`src/tcw_pkg.sv`:
```
`default_nettype none
package tcw_pkg;

   localparam int ROW_W  = 32;
   localparam int IDX_W  = 5;
   localparam int CSR_W  = 6;

   typedef struct packed {
      logic [ROW_W-1:0] row_bits;
      logic [ROW_W-1:0] unknown_bits;
   } req_type;

   typedef struct packed {
      logic [ROW_W-1:0] closed_row;
      logic [IDX_W-1:0] row_index;
      logic             error;
      logic             last_row;
   } rsp_type;

   typedef enum logic [1:0] {
      ST_LOAD,
      ST_CLOSE,
      ST_EMIT
   } state_type;

   // lane controls, shared by every row lane
   typedef struct packed {
      logic load;
      logic close;
      logic shift;
   } lane_ctl_type;

   // emit controls towards the merging stage
   typedef struct packed {
      logic             emit;
      logic [IDX_W-1:0] index;
      logic             error;
      logic             last_row;
   } emit_type;

endpackage
`default_nettype wire

```
`src/tcw_lane.sv`:
```
`default_nettype none
module tcw_lane (
   input  logic                    clock,
   input  tcw_pkg::lane_ctl_type   ctl,
   input  logic                    wr_hit,
   input  logic [tcw_pkg::ROW_W-1:0] wr_row,
   input  logic [tcw_pkg::IDX_W-1:0] pivot_idx,
   input  logic [tcw_pkg::ROW_W-1:0] pivot_row,
   input  logic [tcw_pkg::ROW_W-1:0] next_row,
   output logic [tcw_pkg::ROW_W-1:0] row
);
   import tcw_pkg::*;

   logic [ROW_W-1:0] row_ff;
   logic [ROW_W-1:0] row_in;

   always_comb begin
      row_in = row_ff;
      if (ctl.load && wr_hit) begin
         row_in = wr_row;
      end else if (ctl.close) begin
         // pull in the pivot row when this row reaches the pivot
         if (row_ff[pivot_idx]) begin
            row_in = row_ff | pivot_row;
         end
      end else if (ctl.shift) begin
         row_in = next_row;
      end
   end

   always_ff @(posedge clock) begin
      row_ff <= row_in;
   end

   assign row = row_ff;

endmodule
`default_nettype wire

```
`src/tcw_merge.sv`:
```
`default_nettype none
module tcw_merge #(
   parameter int DEPTH = 32,
   parameter int SEL_W = 5
) (
   input  logic                                clock,
   input  logic                                reset,
   input  logic [DEPTH-1:0][tcw_pkg::ROW_W-1:0] lane_rows,
   input  logic [SEL_W-1:0]                    pivot_sel,
   input  tcw_pkg::emit_type                   emit,
   output logic [tcw_pkg::ROW_W-1:0]           pivot_row,
   output logic                                rsp_valid,
   output tcw_pkg::rsp_type                    rsp_item
);
   import tcw_pkg::*;

   logic    rsp_valid_ff;
   logic    rsp_valid_in;
   rsp_type rsp_item_ff;
   rsp_type rsp_item_in;

   assign pivot_row = lane_rows[pivot_sel];

   always_comb begin
      rsp_valid_in            = emit.emit;
      rsp_item_in.closed_row  = emit.error ? '0 : lane_rows[0];
      rsp_item_in.row_index   = emit.index;
      rsp_item_in.error       = emit.error;
      rsp_item_in.last_row    = emit.last_row;
   end

   always_ff @(posedge clock) begin
      if (reset) begin
         rsp_valid_ff <= 1'b0;
      end else begin
         rsp_valid_ff <= rsp_valid_in;
      end
   end

   always_ff @(posedge clock) begin
      if (emit.emit) begin
         rsp_item_ff <= rsp_item_in;
      end
   end

   assign rsp_valid = rsp_valid_ff;
   assign rsp_item  = rsp_item_ff;

`ifndef SYNTHESIS
   a_err_zero_row: assert property (@(posedge clock) disable iff (reset)
      rsp_valid && rsp_item.error |-> rsp_item.closed_row == '0)
      else $error("error row carries data");

   a_gap_after_last: assert property (@(posedge clock) disable iff (reset)
      rsp_valid && rsp_item.last_row |=> !rsp_valid)
      else $error("result strobe straight after last row");
`endif

endmodule
`default_nettype wire

```
`src/tcw_ctrl.sv`:
```
`default_nettype none
module tcw_ctrl #(
   parameter int DEPTH = 32,
   parameter int SEL_W = 5
) (
   input  logic                         clock,
   input  logic                         reset,
   input  logic                         start,
   output logic                         busy,
   input  logic                         csr_valid,
   output logic                         csr_ready,
   input  logic [tcw_pkg::CSR_W-1:0]    csr_wdata,
   input  logic [tcw_pkg::ROW_W-1:0]    unknown_bits,
   output logic [tcw_pkg::ROW_W-1:0]    col_mask,
   output tcw_pkg::lane_ctl_type        lane_ctl,
   output logic [SEL_W-1:0]             load_sel,
   output logic [SEL_W-1:0]             step,
   output tcw_pkg::emit_type            emit
);
   import tcw_pkg::*;

   localparam int LIM = (DEPTH < 32) ? DEPTH : 32;
   localparam logic [ROW_W-1:0] RST_MASK =
      (LIM >= 32) ? {ROW_W{1'b1}} : ROW_W'((64'd1 << LIM) - 64'd1);

   state_type        state_ff, state_in;
   logic [SEL_W-1:0] cnt_ff, cnt_in;
   logic [SEL_W-1:0] step_ff, step_in;
   logic [SEL_W-1:0] last_ff, last_in;
   logic [ROW_W-1:0] mask_ff, mask_in;
   logic             unk_ff, unk_in;
   logic [CSR_W-1:0] size_clamp;
   logic             accept;
   logic             csr_wr;

   always_comb begin
      // saturate the written size to 1..LIM
      if (csr_wdata == '0) begin
         size_clamp = CSR_W'(1);
      end else if (csr_wdata > CSR_W'(LIM)) begin
         size_clamp = CSR_W'(LIM);
      end else begin
         size_clamp = csr_wdata;
      end
   end

   always_comb begin
      state_in     = state_ff;
      cnt_in       = cnt_ff;
      step_in      = step_ff;
      last_in      = last_ff;
      mask_in      = mask_ff;
      unk_in       = unk_ff;
      busy         = 1'b1;
      csr_ready    = 1'b0;
      accept       = 1'b0;
      csr_wr       = 1'b0;
      lane_ctl     = '0;
      emit         = '0;
      emit.index   = IDX_W'(step_ff);
      emit.error   = unk_ff;
      emit.last_row = (step_ff == last_ff);

      case (state_ff)
         ST_LOAD: begin
            busy      = 1'b0;
            // take a pending item first and hold the size write off
            csr_ready = !start;
            accept    = start;
            csr_wr    = csr_valid && !start;
            if (csr_wr) begin
               // new size drops any partial load
               last_in = SEL_W'(size_clamp - CSR_W'(1));
               mask_in = size_clamp[CSR_W-1] ? {ROW_W{1'b1}}
                                             : (ROW_W'(1) << size_clamp[IDX_W-1:0]) - ROW_W'(1);
               cnt_in  = '0;
               unk_in  = 1'b0;
            end else if (accept) begin
               lane_ctl.load = 1'b1;
               if ((unknown_bits & mask_ff) != '0) begin
                  unk_in = 1'b1;
               end
               if (cnt_ff == last_ff) begin
                  cnt_in   = '0;
                  step_in  = '0;
                  state_in = ST_CLOSE;
               end else begin
                  cnt_in = cnt_ff + SEL_W'(1);
               end
            end
         end
         ST_CLOSE: begin
            lane_ctl.close = 1'b1;
            if (step_ff == last_ff) begin
               step_in  = '0;
               state_in = ST_EMIT;
            end else begin
               step_in = step_ff + SEL_W'(1);
            end
         end
         ST_EMIT: begin
            lane_ctl.shift = 1'b1;
            emit.emit      = 1'b1;
            if (step_ff == last_ff) begin
               step_in  = '0;
               unk_in   = 1'b0;
               state_in = ST_LOAD;
            end else begin
               step_in = step_ff + SEL_W'(1);
            end
         end
         default: begin
            state_in = ST_LOAD;
         end
      endcase
   end

   always_ff @(posedge clock) begin
      if (reset) begin
         state_ff <= ST_LOAD;
         cnt_ff   <= '0;
         step_ff  <= '0;
         last_ff  <= SEL_W'(LIM - 1);
         mask_ff  <= RST_MASK;
         unk_ff   <= 1'b0;
      end else begin
         state_ff <= state_in;
         cnt_ff   <= cnt_in;
         step_ff  <= step_in;
         last_ff  <= last_in;
         mask_ff  <= mask_in;
         unk_ff   <= unk_in;
      end
   end

   assign col_mask = mask_ff;
   assign load_sel = cnt_ff;
   assign step     = step_ff;

`ifndef SYNTHESIS
   a_load_to_close: assert property (@(posedge clock) disable iff (reset)
      accept && !csr_wr && cnt_ff == last_ff |=> state_ff == ST_CLOSE && step_ff == '0)
      else $error("full matrix did not start closure");

   a_emit_to_load: assert property (@(posedge clock) disable iff (reset)
      state_ff == ST_EMIT && step_ff == last_ff |=> state_ff == ST_LOAD && !unk_ff
         && cnt_ff == '0)
      else $error("run did not return to load cleanly");

   a_csr_clears: assert property (@(posedge clock) disable iff (reset)
      csr_valid && csr_ready |=> cnt_ff == '0 && !unk_ff)
      else $error("size write left a partial load");
`endif

endmodule
`default_nettype wire

```
`src/transitive_closure_warshall_unit.sv`:
```
`default_nettype none
// Warshall closure of a square boolean relation of active_size rows (n).
// Rows load one per start while busy is low; once row n-1 is in, busy
// rises and every row lane folds in pivot row k in parallel, one pivot per
// cycle for k = 0 to n-1; then the closed rows leave as a burst of n
// rsp_valid strobes on consecutive cycles, row 0 first, last_row on the
// final one. The receiver cannot stall: each item is valid on rsp_item for
// exactly one cycle. A new matrix cannot load until the last is emitted.
// A size write (taken while busy is low and start is low) abandons any
// partial load.
module transitive_closure_warshall_unit #(
   parameter int MAX_SIZE = 32
) (
   input  logic                      clock,
   input  logic                      reset,
   input  logic                      start,
   output logic                      busy,
   input  tcw_pkg::req_type          req_item,
   output logic                      rsp_valid,
   output tcw_pkg::rsp_type          rsp_item,
   input  logic                      csr_valid,
   output logic                      csr_ready,
   input  logic [tcw_pkg::CSR_W-1:0] csr_wdata
);
   import tcw_pkg::*;

   localparam int DEPTH = (MAX_SIZE < 32) ? MAX_SIZE : 32;
   localparam int SEL_W = $clog2(DEPTH);

   logic [DEPTH-1:0][ROW_W-1:0] lane_rows;
   logic [ROW_W-1:0]            col_mask;
   logic [ROW_W-1:0]            wr_row;
   logic [ROW_W-1:0]            pivot_row;
   logic [SEL_W-1:0]            load_sel;
   logic [SEL_W-1:0]            step;
   lane_ctl_type                lane_ctl;
   emit_type                    emit;

   tcw_ctrl #(
      .DEPTH (DEPTH),
      .SEL_W (SEL_W)
   ) u_ctrl (
      .clock        (clock),
      .reset        (reset),
      .start        (start),
      .busy         (busy),
      .csr_valid    (csr_valid),
      .csr_ready    (csr_ready),
      .csr_wdata    (csr_wdata),
      .unknown_bits (req_item.unknown_bits),
      .col_mask     (col_mask),
      .lane_ctl     (lane_ctl),
      .load_sel     (load_sel),
      .step         (step),
      .emit         (emit)
   );

   // drop columns beyond the active size on the way in
   assign wr_row = req_item.row_bits & col_mask;

   for (genvar i = 0; i < DEPTH; i++) begin : g_lane
      logic [ROW_W-1:0] next_row;

      if (i == DEPTH - 1) begin : g_tail
         assign next_row = lane_rows[i];
      end else begin : g_body
         assign next_row = lane_rows[i+1];
      end

      tcw_lane u_lane (
         .clock     (clock),
         .ctl       (lane_ctl),
         .wr_hit    (load_sel == SEL_W'(i)),
         .wr_row    (wr_row),
         .pivot_idx (IDX_W'(step)),
         .pivot_row (pivot_row),
         .next_row  (next_row),
         .row       (lane_rows[i])
      );
   end

   tcw_merge #(
      .DEPTH (DEPTH),
      .SEL_W (SEL_W)
   ) u_merge (
      .clock     (clock),
      .reset     (reset),
      .lane_rows (lane_rows),
      .pivot_sel (step),
      .emit      (emit),
      .pivot_row (pivot_row),
      .rsp_valid (rsp_valid),
      .rsp_item  (rsp_item)
   );

endmodule
`default_nettype wire
```
`config.mk`:
```
export PLATFORM = sky130hd
export DESIGN_NAME = transitive_closure_warshall_unit
export DESIGN_NICKNAME = d
export VERILOG_FILES = /design/src/tcw_pkg.sv /design/src/tcw_lane.sv /design/src/tcw_merge.sv /design/src/tcw_ctrl.sv /design/src/transitive_closure_warshall_unit.sv
export SDC_FILE = /design/constraint.sdc
export NUM_CORES = 2
export LEC_CHECK = 0
export ABC_AREA = 1
export BUFFER_PORTS_ARGS = -buffer_cell sky130_fd_sc_hd__buf_4
export CAP_MARGIN = 20
export CORE_ASPECT_RATIO = 1.1
export CORE_UTILIZATION = 45
export DETAILED_ROUTE_END_ITERATION = 12
export PLACE_DENSITY = 0.69
export SYNTH_ARGS = -nofsm -noshare
export SYNTH_HDL_FRONTEND = slang
export SYNTH_SLANG_ARGS = --single-unit
```
`constraint.sdc`:
```
create_clock -name clock -period 4.7 [get_ports clock]
set_clock_uncertainty 0.1 [all_clocks]
set_input_delay 0.705 -clock clock [delete_from_list [all_inputs] [get_ports clock]]
set_output_delay 0.705 -clock clock [all_outputs]
set_load 0.01 [all_outputs]
```
==> results.toml <==
[run_status]
status = "complete, no violations"

[synthesis]
syn_inst = 13100
ys_ff_latch = 1114
syn_nets = 13200
ys_seq_area_share_pct = 38.8
syn_avg_cell_area_um2 = 6.47
synth_cell_types = 39
yosysWarningCount = 0
syn-cell-area_um2 = 84900

[clocking]
postCtsResizedCells = 0
cts-buffers-inserted = 133
post_cts_buffers = 0
cts_max_level = 4
cts_hold_buf = 0
clkLatencyLatePin_ns = 0.81
clk_path_buf_depth = 3
cts_sinks = 1114
cts_tree = "done"
path_clk_slew_ns = 0.06
cts_root_buffer = "clkbuf_16"

[drt]
met2_length_mm = 142
drtAntennaViolNets = 0
drc_errors = 0
num_vias = 88300
drt_wl_total_mm = 312
wl_met1_mm = 122
drt-pass1-iter-count = 8
viasPerCell = 5.84
top_layer = "met5"
routedWlPerCell_um = 20.6
wl_met3_mm = 29.9
drtIter0Drc = 11100

[timing]
max_freq_mhz = 255
maxSlewViolCount = 0
final.min_clock_period_ns = 3.93
setup_viol = 0
grt_setup_unrepaired = "no"
worstMarginPinSlew_ns = 1.13
finalHoldViolCount = 0
post-route-period-util_pct = 83.6
slew_headroom_pct = 24.6
fin_setup_tns_ns = 0

[global_routing]
antenna_found_initial = 2
overflow = 0
grtUsageTotal_pct = 31.8
grt_pass1_wl_mm = 481
grt_max_degree = 169
grt_pass1_vias = 82900

[worst_setup_path]
cp_slowest_stage_delay_ns = 0.80
worstSetupStartpointType = "flip-flop"
crit_path_end_kind = "flip-flop"
cp_max_fo = 18
slowest_stage = "a21oi_1"
critPathKind = "reg2reg"
crit_arrival_ns = 4.38
required_ns = 5.15
path_cells = "inv_1 -> ha_2 -> nand2_1 -> nor2_1 -> inv_2 -> nor2_4 -> a21oi_1 -> nand2_2 -> buf_12"

[place]
placed_cells = 14900
post-dp-hpwl_mm = 209
gp_congestion = 0.934
portBuffers = 115

[power_and_ir_drop]
power_frac_comb_pct = 9.4
seqPwrFrac_pct = 46.3
p_per_area_nw_per_um2 = 264
p_leak_uw = 0.0378
p_sw_uw = 6380
switching_share_pct = 26.5
p_total_uw = 24100
p_clk_share_pct = 44.3
peakVddDrop_v = 0.000317
internal_power_uw = 17700

[floorplanning]
num_io_pins = 116
die-area_um2 = 190000
die_w_um = 416
fp.dieH_um = 458
rows = 166
core_um2 = 187000
initial_core_util_pct = 45.5

[final_layout]
post-route-util_pct = 48.8
drive_above_1_share_pct = 5.58
final_cell_count_no_fill = 15100
multi_input_area_um2 = 44600
syn_to_final_growth_pct = 7.29
final_cell_mix = "nand2_1, nor2_1, nand3_1, edfxtp_1, inv_1"
filler_cell_count = 18600
nets = 12700
seq_area_um2 = 33000
layout_commonest_cell = "nand2_1"

[worst_hold_path]
min_path_type = "in2reg"

[flow_run]
maxCapViolCount = 0
[layer usage]
metal | track usage (%) | vias up
met5 | 0 | -
met4 | 17.2 | 2
met3 | 4.34 | 877
met2 | 51.4 | 5056
met1 | 41.2 | 40700
li1 | - | 41700
[power groups by stage]
stage	combinational [µW]	clock, µW	sequential, µW
finish	2260	10700	11200
global route	2440	11100	11200
CTS	2230	10800	11100
detailed placement	2220	0	11400
global placement	2200	0	11400
floorplan	1450	0	11300
[sequential cells by signal, summed over array words and instances (netlist names)]
signal,count
g_lane.u_lane.row,1024
u_merge.rsp_item,39
u_ctrl.col_mask,32
u_ctrl.last_ff,5
u_ctrl.load_sel,5
u_ctrl.step,5
u_ctrl.state_ff,2
u_ctrl.unk_ff,1
u_merge.rsp_valid,1
[final timing paths]
check | end | start | cells after the start | slack, ns
max | g_lane[0].u_lane.row[21] | u_ctrl.state_ff[0] | 9 | 0.77
min | g_lane[31].u_lane.row[17] | req_item[49] | 5 | 0.21
max reg2reg | g_lane[0].u_lane.row[21] | u_ctrl.state_ff[0] | 9 | 0.77
min reg2reg | u_ctrl.col_mask[0] | u_ctrl.col_mask[0] | 2 | 0.40
[cell usage after synthesis (all sizes together)]
| cell | count | area (µm²) |
|---|---|---|
| nand3b | 21 | 158 |
| buf | 489 | 2760 |
| a21oi | 503 | 2520 |
| o211ai | 430 | 3230 |
| a22o | 9 | 78.8 |
| o22ai | 2 | 12.5 |
| or2 | 4 | 25.0 |
| nor3 | 13 | 70.1 |
| nor4 | 1 | 6.26 |
| clkbuf | 585 | 2200 |
| xnor2 | 3 | 26.3 |
| a31oi | 42 | 263 |
| edfxtp | 1063 | 31900 |
| a211o | 1 | 8.76 |
| ha | 16 | 200 |
| dfxtp | 51 | 1020 |
| inv | 706 | 2650 |
| nand4 | 136 | 851 |
| o221ai | 1 | 8.76 |
| and2 | 2 | 12.5 |
| a2bb2oi | 1 | 8.76 |
| nand2 | 4840 | 18200 |
| clkinv | 4 | 15.0 |
| xor2 | 9 | 78.8 |
| nor2 | 2204 | 8350 |
| o2111ai | 7 | 61.3 |
| o21ai | 483 | 2420 |
| nand3 | 1498 | 7810 |
[cell families (layout without fill, tap and decap cells)]
logic type / Yosys count / after routing / synth area share [%]
simple gates: 8719 / 8719 / 41.7
buf+inv: 1784 / 1338 / 8.98
compound gates: 1479 / 1479 / 10.1
flops: 1114 / 1114 / 38.8
fa+ha+maj: 16 / 16 / 0.236
xor+xnor: 12 / 12 / 0.124
other cells: 0 / 2 / 0
[stage by stage]
step / cell area [µm²] / hold WS [ns] / setup WS (ns)
after floorplan: 84900 / 0.303 / 1.75
after global placement: 86800 / 0.366 / 0.628
after detailed placement: 86800 / 0.386 / 0.688
after CTS: 91100 / 0.174 / 0.816
after global routing: 91100 / 0.233 / 0.746
final: 91100 / 0.214 / 0.771
[final cells by class]
type / count / area share [%]
Clock inverter: 71 / 0.737
Timing Repair Buffer: 390 / 3.87
Inverter: 710 / 2.98
Multi-Input combinational cell: 10200 / 48.9
Tap cell: 2436 / 3.34
Antenna cell: 2 / 0.00549
Sequential cell: 1114 / 36.2
Clock buffer: 167 / 3.98
[worst max-delay path: cells and delay by family, from the launching register on]
| family | cells | cell delay (ns) |
|---|---|---|
| flops | 1 | 0.39 |
| simple gates | 4 | 1.03 |
| fa+ha+maj | 1 | 0.23 |
| buf+inv | 3 | 1.10 |
| compound gates | 1 | 0.80 |
(Power assumes the default switching activity.)
